## src/design/gpta_pkg.sv

```systemverilog
// Shared types and constants for the display-list primitive triangle assembler.
// Holds the channel request structs, the queued triangle job and the parser codes.
// No dependencies.
package gpta_pkg;

	// Largest vertex count that a run header may carry.
	localparam int MAX_RUN = 4096;
	// Largest number of 16-bit indices in one vertex tuple.
	localparam int MAX_TUPLE = 4;
	// Default number of triangle jobs held between parser and emitter.
	localparam int JOB_DEPTH = 4;

	// Command byte decoding.
	localparam logic [7:0] CMD_MASK  = 8'hf8;
	localparam logic [7:0] CMD_QUADS = 8'h80;
	localparam logic [7:0] CMD_TRIS  = 8'h90;
	localparam logic [7:0] CMD_STRIP = 8'h98;
	localparam logic [7:0] CMD_FAN   = 8'ha0;

	typedef enum logic [1:0] {
		PH_HEADER,
		PH_RUN,
		PH_STOP
	} phase_t;

	typedef enum logic [1:0] {
		KIND_QUADS,
		KIND_TRIS,
		KIND_STRIP,
		KIND_FAN
	} kind_t;

	typedef enum logic {
		CFG_TUPLE_COUNT = 1'b0,
		CFG_LIST_LENGTH = 1'b1
	} cfg_reg_t;

	// One display-list byte request.
	typedef struct packed {
		logic [7:0] list_byte;
		logic       first_byte;
	} list_item_t;

	// One triangle corner request.
	typedef struct packed {
		logic [15:0] index_a;
		logic [15:0] index_b;
		logic [15:0] index_c;
		logic [15:0] index_d;
		logic [1:0]  corner;
		logic        last_of_run;
	} corner_item_t;

	// Work caused by one byte: triangle (t0,t1,t2) and, when two_tri is set,
	// a second triangle (t0,t2,t3).
	typedef struct packed {
		logic [63:0] t0;
		logic [63:0] t1;
		logic [63:0] t2;
		logic [63:0] t3;
		logic        two_tri;
	} tri_job_t;

endpackage

```

## src/design/gpta_byte_parse.sv

```systemverilog
// Front end of the triangle assembler: configuration registers, byte parser,
// vertex tuple assembly and triangle job generation. Depends on gpta_pkg.
module gpta_byte_parse
	import gpta_pkg::*;
(
	input  logic       clk,
	input  logic       arst_n,
	input  logic       cfg_valid,
	input  logic [0:0] cfg_index,
	input  logic [23:0] cfg_data,
	input  logic       accept,
	input  list_item_t item,
	output logic       job_push,
	output tri_job_t   job
);

	localparam logic [15:0] MAX_RUN_W   = 16'(MAX_RUN);
	localparam logic [2:0]  MAX_TUPLE_W = 3'(MAX_TUPLE);

	logic [2:0]  tuple_count_q;
	logic [23:0] list_length_q;
	phase_t      phase_q, phase_d, phase_cur;
	logic [23:0] pos_q, pos_d, pos_cur;
	kind_t       kind_q, kind_d;
	logic [1:0]  hstep_q, hstep_d, hstep_cur;
	logic [15:0] run_q, run_d;
	logic [12:0] vnum_q, vnum_d;
	logic [1:0]  vmod3_q, vmod3_d;
	logic [2:0]  tbyte_q, tbyte_d;
	logic [63:0] build_q, build_d;
	logic [63:0] pivot_q, pivot_d;
	logic [63:0] r1_q, r2_q, r1_d, r2_d;

	logic [2:0]  eff;
	logic [7:0]  b;
	logic        hdr_short, tail_short;
	logic [23:0] left;
	logic [15:0] run_full;
	logic [18:0] prod;
	logic [19:0] need;
	logic [63:0] base_build, new_build;
	logic [3:0]  tb_next;
	logic [13:0] i_next;
	logic [2:0]  lane;

	// Effective tuple count, clamped into the supported range.
	always_comb begin
		eff = tuple_count_q;
		if (eff == 3'd0) eff = 3'd1;
		if (eff > MAX_TUPLE_W) eff = MAX_TUPLE_W;
	end

	// Header position and length checks, and run-phase byte assembly.
	always_comb begin
		b          = item.list_byte;
		pos_cur    = item.first_byte ? 24'd0 : pos_q;
		phase_cur  = item.first_byte ? PH_HEADER : phase_q;
		hstep_cur  = item.first_byte ? 2'd0 : hstep_q;
		hdr_short  = ({1'b0, pos_cur} + 25'd3) > {1'b0, list_length_q};
		tail_short = ({1'b0, pos_cur} + 25'd1) > {1'b0, list_length_q};
		left       = list_length_q - pos_cur - 24'd1;
		run_full   = {run_q[15:8], b};
		prod       = 19'(run_full) * 19'(eff);
		need       = {prod, 1'b0};
		lane       = tbyte_q ^ 3'd1;
		base_build = (tbyte_q == 3'd0) ? 64'd0 : build_q;
		new_build  = base_build | (64'(b) << {lane, 3'b000});
		tb_next    = {1'b0, tbyte_q} + 4'd1;
		i_next     = {1'b0, vnum_q} + 14'd1;
	end

	// Next parser state and the triangle job caused by this byte.
	always_comb begin
		phase_d  = phase_cur;
		hstep_d  = hstep_cur;
		pos_d    = (pos_cur != 24'hffffff) ? pos_cur + 24'd1 : pos_cur;
		kind_d   = kind_q;
		run_d    = run_q;
		vnum_d   = vnum_q;
		vmod3_d  = vmod3_q;
		tbyte_d  = tbyte_q;
		build_d  = build_q;
		pivot_d  = pivot_q;
		r1_d     = r1_q;
		r2_d     = r2_q;
		job_push = 1'b0;
		job      = '0;
		case (phase_cur)
			PH_HEADER: begin
				if (hstep_cur == 2'd0) begin
					if (hdr_short || b == 8'd0) begin
						phase_d = PH_STOP;
					end else begin
						case (b & CMD_MASK)
							CMD_QUADS: begin kind_d = KIND_QUADS; hstep_d = 2'd1; end
							CMD_TRIS:  begin kind_d = KIND_TRIS;  hstep_d = 2'd1; end
							CMD_STRIP: begin kind_d = KIND_STRIP; hstep_d = 2'd1; end
							CMD_FAN:   begin kind_d = KIND_FAN;   hstep_d = 2'd1; end
							default:   phase_d = PH_STOP;
						endcase
					end
				end else if (hstep_cur == 2'd1) begin
					run_d   = {b, 8'd0};
					hstep_d = 2'd2;
				end else begin
					run_d   = run_full;
					hstep_d = 2'd0;
					if (tail_short || run_full > MAX_RUN_W || left < {4'd0, need}) begin
						phase_d = PH_STOP;
					end else if (run_full != 16'd0) begin
						phase_d = PH_RUN;
						vnum_d  = 13'd0;
						vmod3_d = 2'd0;
						tbyte_d = 3'd0;
					end
				end
			end
			PH_RUN: begin
				build_d = new_build;
				if (tb_next >= {eff, 1'b0}) begin
					// The vertex tuple is complete: slide the window of the two most
					// recent tuples.
					tbyte_d = 3'd0;
					r1_d    = r2_q;
					r2_d    = new_build;
					case (kind_q)
						KIND_QUADS: begin
							if (vnum_q[1:0] == 2'd0) pivot_d = new_build;
							if (vnum_q[1:0] == 2'd3) begin
								job_push = 1'b1;
								job      = '{t0: pivot_q, t1: r1_q, t2: r2_q,
									t3: new_build, two_tri: 1'b1};
							end
						end
						KIND_TRIS: begin
							if (vmod3_q == 2'd2) begin
								job_push = 1'b1;
								job      = '{t0: r1_q, t1: r2_q, t2: new_build,
									t3: 64'd0, two_tri: 1'b0};
							end
						end
						KIND_STRIP: begin
							// Degenerate windows, with a repeated position index, are dropped.
							if (vnum_q >= 13'd2 && r1_q[15:0] != r2_q[15:0] &&
									r2_q[15:0] != new_build[15:0] &&
									r1_q[15:0] != new_build[15:0]) begin
								job_push = 1'b1;
								if (vnum_q[0]) begin
									job = '{t0: r2_q, t1: r1_q, t2: new_build,
										t3: 64'd0, two_tri: 1'b0};
								end else begin
									job = '{t0: r1_q, t1: r2_q, t2: new_build,
										t3: 64'd0, two_tri: 1'b0};
								end
							end
						end
						KIND_FAN: begin
							if (vnum_q == 13'd0) pivot_d = new_build;
							if (vnum_q >= 13'd2) begin
								job_push = 1'b1;
								job      = '{t0: pivot_q, t1: r2_q, t2: new_build,
									t3: 64'd0, two_tri: 1'b0};
							end
						end
						default: job_push = 1'b0;
					endcase
					vnum_d = i_next[12:0];
					// Vertex number modulo three, restarted when the counter wraps.
					if (vnum_q == 13'h1fff || vmod3_q == 2'd2) begin
						vmod3_d = 2'd0;
					end else begin
						vmod3_d = vmod3_q + 2'd1;
					end
					if ({2'd0, i_next} >= run_q) phase_d = PH_HEADER;
				end else begin
					tbyte_d = tb_next[2:0];
				end
			end
			default: phase_d = PH_STOP;
		endcase
	end

	// Configuration registers.
	always_ff @(posedge clk or negedge arst_n) begin
		if (!arst_n) begin
			tuple_count_q <= 3'd1;
			list_length_q <= 24'd0;
		end else if (cfg_valid) begin
			if (cfg_reg_t'(cfg_index) == CFG_TUPLE_COUNT) begin
				tuple_count_q <= cfg_data[2:0];
			end else begin
				list_length_q <= cfg_data;
			end
		end
	end

	// Parser state, advanced once per accepted byte.
	always_ff @(posedge clk or negedge arst_n) begin
		if (!arst_n) begin
			phase_q <= PH_HEADER;
			pos_q   <= 24'd0;
			kind_q  <= KIND_QUADS;
			hstep_q <= 2'd0;
			run_q   <= 16'd0;
			vnum_q  <= 13'd0;
			vmod3_q <= 2'd0;
			tbyte_q <= 3'd0;
			build_q <= 64'd0;
			pivot_q <= 64'd0;
			r1_q    <= 64'd0;
			r2_q    <= 64'd0;
		end else if (accept) begin
			phase_q <= phase_d;
			pos_q   <= pos_d;
			kind_q  <= kind_d;
			hstep_q <= hstep_d;
			run_q   <= run_d;
			vnum_q  <= vnum_d;
			vmod3_q <= vmod3_d;
			tbyte_q <= tbyte_d;
			build_q <= build_d;
			pivot_q <= pivot_d;
			r1_q    <= r1_d;
			r2_q    <= r2_d;
		end
	end

endmodule

```

## src/design/gpta_job_queue.sv

```systemverilog
// Small first-in first-out queue of triangle jobs between parser and emitter.
// Depends on gpta_pkg for the job type.
module gpta_job_queue
	import gpta_pkg::*;
#(
	parameter int DEPTH = JOB_DEPTH
) (
	input  logic     clk,
	input  logic     arst_n,
	input  logic     push,
	input  tri_job_t wr_job,
	input  logic     pop,
	output tri_job_t rd_job,
	output logic     empty,
	output logic     full
);

	localparam int PTR_W = (DEPTH > 1) ? $clog2(DEPTH) : 1;
	localparam int CNT_W = $clog2(DEPTH + 1);
	localparam logic [PTR_W-1:0] LAST_PTR = PTR_W'(DEPTH - 1);

	tri_job_t          slot_q [DEPTH];
	logic [PTR_W-1:0]  wr_ptr_q, rd_ptr_q;
	logic [CNT_W-1:0]  count_q;

	assign empty  = (count_q == '0);
	assign full   = (count_q == CNT_W'(DEPTH));
	assign rd_job = slot_q[rd_ptr_q];

	// Pointer and fill count bookkeeping.
	always_ff @(posedge clk or negedge arst_n) begin
		if (!arst_n) begin
			wr_ptr_q <= '0;
			rd_ptr_q <= '0;
			count_q  <= '0;
		end else begin
			if (push) wr_ptr_q <= (wr_ptr_q == LAST_PTR) ? '0 : wr_ptr_q + PTR_W'(1);
			if (pop)  rd_ptr_q <= (rd_ptr_q == LAST_PTR) ? '0 : rd_ptr_q + PTR_W'(1);
			if (push && !pop) begin
				count_q <= count_q + CNT_W'(1);
			end else if (pop && !push) begin
				count_q <= count_q - CNT_W'(1);
			end
		end
	end

	// Job storage.
	always_ff @(posedge clk) begin
		if (push) slot_q[wr_ptr_q] <= wr_job;
	end

endmodule

```

## src/design/gpta_corner_emit.sv

```systemverilog
// Back end of the triangle assembler: walks the head job corner by corner into
// the output register. Depends on gpta_pkg.
module gpta_corner_emit
	import gpta_pkg::*;
(
	input  logic         clk,
	input  logic         arst_n,
	input  tri_job_t     job,
	input  logic         have_job,
	output logic         pop,
	output logic         tri_valid,
	input  logic         tri_stall,
	output corner_item_t tri_item
);

	logic         valid_q;
	corner_item_t item_q;
	logic [1:0]   step_q;
	logic         tri_sel_q;
	logic         load;
	logic         last_corner;
	logic [63:0]  tup;

	assign tri_valid = valid_q;
	assign tri_item  = item_q;

	// The output register may be refilled when empty or when its request is taken.
	assign load        = !valid_q || !tri_stall;
	assign last_corner = (step_q == 2'd2) && (tri_sel_q == job.two_tri);
	assign pop         = load && have_job && last_corner;

	// Tuple of the current corner: first triangle (t0,t1,t2), second (t0,t2,t3).
	always_comb begin
		case (step_q)
			2'd0:    tup = job.t0;
			2'd1:    tup = tri_sel_q ? job.t2 : job.t1;
			default: tup = tri_sel_q ? job.t3 : job.t2;
		endcase
	end

	// Output valid and corner sequencing.
	always_ff @(posedge clk or negedge arst_n) begin
		if (!arst_n) begin
			valid_q   <= 1'b0;
			step_q    <= 2'd0;
			tri_sel_q <= 1'b0;
		end else if (load) begin
			valid_q <= have_job;
			if (have_job) begin
				if (step_q == 2'd2) begin
					step_q    <= 2'd0;
					tri_sel_q <= last_corner ? 1'b0 : 1'b1;
				end else begin
					step_q <= step_q + 2'd1;
				end
			end
		end
	end

	// Output payload.
	always_ff @(posedge clk) begin
		if (load && have_job) begin
			item_q.index_a     <= tup[15:0];
			item_q.index_b     <= tup[31:16];
			item_q.index_c     <= tup[47:32];
			item_q.index_d     <= tup[63:48];
			item_q.corner      <= step_q;
			item_q.last_of_run <= last_corner;
		end
	end

endmodule

```

## src/design/gx_primitive_triangle_assembler.sv

```systemverilog
// Display-list primitive triangle assembler, top level.
// Depends on gpta_pkg, gpta_byte_parse, gpta_job_queue and gpta_corner_emit.
//
// Usage: display-list bytes enter on the list channel (list_valid, list_stall,
// list_item), one byte per cycle, with first_byte set on byte 0 of each list.
// Triangle corners leave on the tri channel (tri_valid, tri_stall, tri_item),
// three corners per triangle, last_of_run set on the final corner caused by a
// byte. The cfg channel writes tuple_count (index 0) and list_length (index 1);
// cfg_ready is always high and writes take effect at the next edge.
// Throughput: one byte per cycle at the input and, while tri_stall is low, one
// corner per cycle at the output. The parser accepts a byte every cycle while
// the job queue has room; a quad can yield six corners from one byte, so a
// steady run of short vertex tuples is limited to one corner per cycle by the
// emitter. An accepted byte writes its job into the queue when it is accepted,
// and the emitter loads the first corner from the queue head into the output register.
// When the receiver stalls, the output register holds its corner, the queue of
// QUEUE_DEPTH jobs fills, and list_stall rises once the queue is full.
// Reset clears the parser to wait for a command byte, restores tuple_count to
// one and list_length to zero, and empties the queue and the output register.
module gx_primitive_triangle_assembler
	import gpta_pkg::*;
#(
	parameter int QUEUE_DEPTH = JOB_DEPTH
) (
	input  logic         clk,
	input  logic         arst_n,
	input  logic         list_valid,
	output logic         list_stall,
	input  list_item_t   list_item,
	output logic         tri_valid,
	input  logic         tri_stall,
	output corner_item_t tri_item,
	input  logic         cfg_valid,
	output logic         cfg_ready,
	input  logic [0:0]   cfg_index,
	input  logic [23:0]  cfg_data
);

	logic     accept;
	logic     job_push;
	tri_job_t new_job;
	tri_job_t head_job;
	logic     queue_empty;
	logic     queue_full;
	logic     pop;

	assign cfg_ready  = 1'b1;
	assign list_stall = queue_full;
	assign accept     = list_valid && !list_stall;

	// Front end: parse bytes into triangle jobs.
	gpta_byte_parse u_parse (
		.clk      (clk),
		.arst_n   (arst_n),
		.cfg_valid(cfg_valid),
		.cfg_index(cfg_index),
		.cfg_data (cfg_data),
		.accept   (accept),
		.item     (list_item),
		.job_push (job_push),
		.job      (new_job)
	);

	// Decoupling queue between parser and emitter.
	gpta_job_queue #(
		.DEPTH(QUEUE_DEPTH)
	) u_queue (
		.clk   (clk),
		.arst_n(arst_n),
		.push  (accept && job_push),
		.wr_job(new_job),
		.pop   (pop),
		.rd_job(head_job),
		.empty (queue_empty),
		.full  (queue_full)
	);

	// Back end: emit corners one per cycle while tri_stall is low.
	gpta_corner_emit u_emit (
		.clk      (clk),
		.arst_n   (arst_n),
		.job      (head_job),
		.have_job (!queue_empty),
		.pop      (pop),
		.tri_valid(tri_valid),
		.tri_stall(tri_stall),
		.tri_item (tri_item)
	);

endmodule

```

## config.mk

```make
export PLATFORM = sky130hd
export DESIGN_NAME = gx_primitive_triangle_assembler
export DESIGN_NICKNAME = d
export VERILOG_FILES = /design/src/design/gpta_pkg.sv /design/src/design/gpta_byte_parse.sv /design/src/design/gpta_job_queue.sv /design/src/design/gpta_corner_emit.sv /design/src/design/gx_primitive_triangle_assembler.sv
export SDC_FILE = /design/constraint.sdc
export NUM_CORES = 2
export LEC_CHECK = 0
export ABC_AREA = 1
export BUFFER_PORTS_ARGS = -buffer_cell sky130_fd_sc_hd__buf_2
export CAP_MARGIN = 20
export CORE_MARGIN = 2
export CORE_UTILIZATION = 61
export CTS_CLUSTER_DIAMETER = 100
export CTS_CLUSTER_SIZE = 28
export DETAILED_ROUTE_END_ITERATION = 6
export PLACE_DENSITY = 0.75
export SLEW_MARGIN = 20
export SYNTH_ARGS = -nofsm -noshare
export SYNTH_HDL_FRONTEND = slang
export SYNTH_HIERARCHICAL = 1
export SYNTH_SLANG_ARGS = --single-unit
```

## constraint.sdc

```tcl
create_clock -name clk -period 22 [get_ports clk]
set_clock_uncertainty 0.2 [all_clocks]
set_input_delay 2.2 -clock clk [delete_from_list [all_inputs] [get_ports clk]]
set_output_delay 2.2 -clock clk [all_outputs]
set_load 0.02 [all_outputs]
```

==> run metrics <==
Layout Cells excl Fill=9374; antenna viol nets, final=0; global-route wire length before repair=286400 µm; Hold Crit Class=flop to flop; starting density of the core=61.25%; drt initial violations=5877; unrepaired setup endpoints after global routing=no; CTS tree=yes; Hold Fails Final Rpt=0; hold buffer count at CTS=0; commonest non-fill, non-tap cell in the layout=nand2_1; Max Fclk=0.1258 GHz; synthesized area=about 73000 µm²; layout cells sized above 1=4.678%; Routed wire per std cell=between 15 and 20 µm; H-tree depth=2; clock transition at the registers of the reported paths=between 0.1 and 0.15 ns; Synth Warn #=6; DRC errors left=2; setup ws final=14.05 ns; fin crit share=36.13%; actual slew at the worst max-slew pin=1.122 ns; Seq cells post-synth=1453; CP startpoint=list_item[0]; # setup viols final=0; Core ar.=between 100000 and 150000 µm²; CP max FO=87; failing checks=DRC; WHS Path Cells=2; cts repair resizes=0; I/O pins=109; Post-Syn Area per Cell=9.250 µm²; final instance area=75870 µm²; final WL=186100 µm; All-Layer GR Usage=30.19%; Syn Nets=8096; top_reg_cell synth=edfxtp_1; CTS buffer count=60; WS Path Type=input port to flop; flop2flop setup slack=approximately 14 ns; port bufs=approximately 110; Yosys cell types=61; Final Max Tran Viols=0; peak supply drop=between 0.06 and 0.07 mV; HPWL after detailed placement=112200 µm; dpl cell area=between 70000 and 80000 µm²; fin nets=7901; critical path data required time=around 22 ns; number of setup buffers added after CTS=0; Max-Cap Viols=0; vias in the first global route=50120; part of the Yosys area used for sequential elements=between 50 and 60%; Arrival @ worst endpoint=around 8.1 ns; Cells after Synth=7903; floorplan die width=350.2 µm; Worst Setup EP=u_queue/slot_q[3][84]$_DFFE_PP_; Clock Tree Buf Depth=3; status=finished, violations left; first-pass iteration count of the detailed router=7; PD cells=approximately 65 nW/µm²; FF-to-FF path depth=19; drt via density=5.724; Cells after DPL=9258; Async SR Flop Fraction=24.64%; Critical Path Sink Type=flop; Worst slew margin=between 20% and 30%; Clock Tree Root=clkbuf_16; Leak=30.88 nW; num rows=127; Die Y=350.2 µm; clock sink count=1453; Fin Setup TNS=0 ns; antenna violations before repair=2; final core occ=between 60% and 70%; largest net degree at the start of global routing=between 200 and 250; post-place setup slack=13.37 ns; Vias=53660; Die Area=between 100000 and 150000 µm²; worst reg2reg startpoint=u_parse/tbyte_q[0]$_DFFE_PN0P_; Synth-to-Final Area Change=3.791%; commonest cells after routing, fill and taps aside=nand2_1, inv_1, edfxtp_1, o211ai_1, o21ai_0; EDFF count, synth=1095; GR Overflow Total=0; GPL Wtd Cong=roughly 0.95; reg2reg end=u_queue/slot_q[3][84]$_DFFE_PP_; Period minus WS final=7.948 ns; Setup crit start kind=input port; clk_lat worst skew=0.74 ns
## report_power, final
group          internal, mW  switching, mW  total (mW)  leakage, nW
sequential             2.99         0.0645        3.05         14.6
clock                 0.550          0.851        1.40        0.875
combinational         0.158          0.286       0.444         15.4
## synth_stat cells, types with 3 or more instances
master,count,share of area [%]
a211oi_1,4,0.041
buf_1,15,0.077
a22oi_1,11,0.11
xnor2_1,35,0.42
o22ai_1,16,0.14
inv_2,13,0.067
ha_1,137,2.3
nand3b_1,3,0.031
xor2_1,85,1.0
nor2_4,5,0.077
nor2_1,253,1.3
nand4_1,27,0.23
buf_2,157,1.1
nand3_2,3,0.041
o21bai_1,41,0.42
buf_6,58,0.89
nand2_2,5,0.043
edfxtp_1,1095,45
clkbuf_1,171,0.88
o211ai_1,516,5.3
o21ai_1,116,0.79
nand2_1,2526,13
buf_4,35,0.36
o22ai_2,6,0.10
a31oi_1,3,0.026
a21oi_1,130,0.89
fa_1,17,0.47
nor3_1,30,0.21
o21ai_2,34,0.41
nand3_1,231,1.6
nor2_2,13,0.11
o21a_1,7,0.072
nor4_1,15,0.13
inv_1,1171,6.0
o21ai_0,514,3.5
mux2i_1,16,0.22
dfrtp_1,357,12
## critical path, stage by stage
cell and delay (ns):
buf_2 0.26, inv_2 0.30, nand2_2 0.14, nor2_4 0.37, inv_1 0.21, nor2_4 0.13
buf_4 0.43, inv_1 0.30, nor2_4 0.25, inv_2 0.35, nand2_1 0.20, inv_1 0.07
nor2_2 0.27, nand2_1 0.20, inv_8 0.56, buf_4 0.81, buf_4 0.89
## cell type report
class,instances,area [µm²]
tap,1612,2017
inverter,1187,4512
clock buffer,106,1727
fill,9699,43470
sequential,1453,41860
multi-input combinational,4826,24490
antenna,2,5.005
timing repair buffer,180,1147
clock inverter,8,112.6
## kinds of logic after synthesis
logic type | share of synthesized area (%)
other | 0.005130
xor gates and xnor gates | 1.438
and+or+nand+nor | 16.88
DFF | 57.24
buffers and inverters | 9.390
AOI/OAI and AO/OA | 12.02
adders and majority gates | 2.811
muxes | 0.2191
## worst min path at each step
stage / from / slack, ns / to
finish: u_parse/pivot_q[63]$_DFFE_PN0P_ / 0.29 / u_parse/pivot_q[63]$_DFFE_PN0P_
global route: u_parse/pivot_q[51]$_DFFE_PN0P_ / 0.31 / u_parse/pivot_q[51]$_DFFE_PN0P_
CTS: u_parse/pivot_q[38]$_DFFE_PN0P_ / 0.30 / u_parse/pivot_q[38]$_DFFE_PN0P_
detailed placement: u_parse/pivot_q[18]$_DFFE_PN0P_ / 0.27 / u_parse/pivot_q[18]$_DFFE_PN0P_
global placement: u_parse/pivot_q[63]$_DFFE_PN0P_ / 0.27 / u_parse/pivot_q[63]$_DFFE_PN0P_
floorplan: u_parse/pos_q[19]$_DFFE_PN0P_ / 0.25 / u_parse/pos_q[19]$_DFFE_PN0P_
## through the flow
stage / power [mW] / hold WS, ns
after floorplan: 3.416 / 0.2494
after global placement: 3.535 / 0.2653
after detailed placement: 3.553 / 0.2739
after CTS: 4.915 / 0.2988
after global routing: 5.081 / 0.3104
final: 4.899 / 0.2949
## routing by layer
layer / part of all wire [%] / global-route usage (%) / vias to the layer above
li1: - / - / 25520
met1: 41 / 40.60 / 25560
met2: 48 / 50.85 / 2219
met3: 7.9 / 3.966 / 363
met4: 3.5 / 10.29 / 2
met5: 0.010 / 0 / -
## sequential cells by signal, indices dropped and copies added (netlist names), 3 cells and up
name,flops
u_parse/pos_q,24
u_queue/count_q,3
u_parse/run_q,16
u_parse/build_q,64
u_parse/pivot_q,64
u_queue/slot_q,1028
u_parse/r2_q,64
u_parse/vnum_q,13
u_parse/r1_q,64
u_parse/tuple_count_q,3
u_parse/list_length_q,24
u_emit/tri_item,67
u_parse/tbyte_q,3
Power figures use the tool's default switching activity.
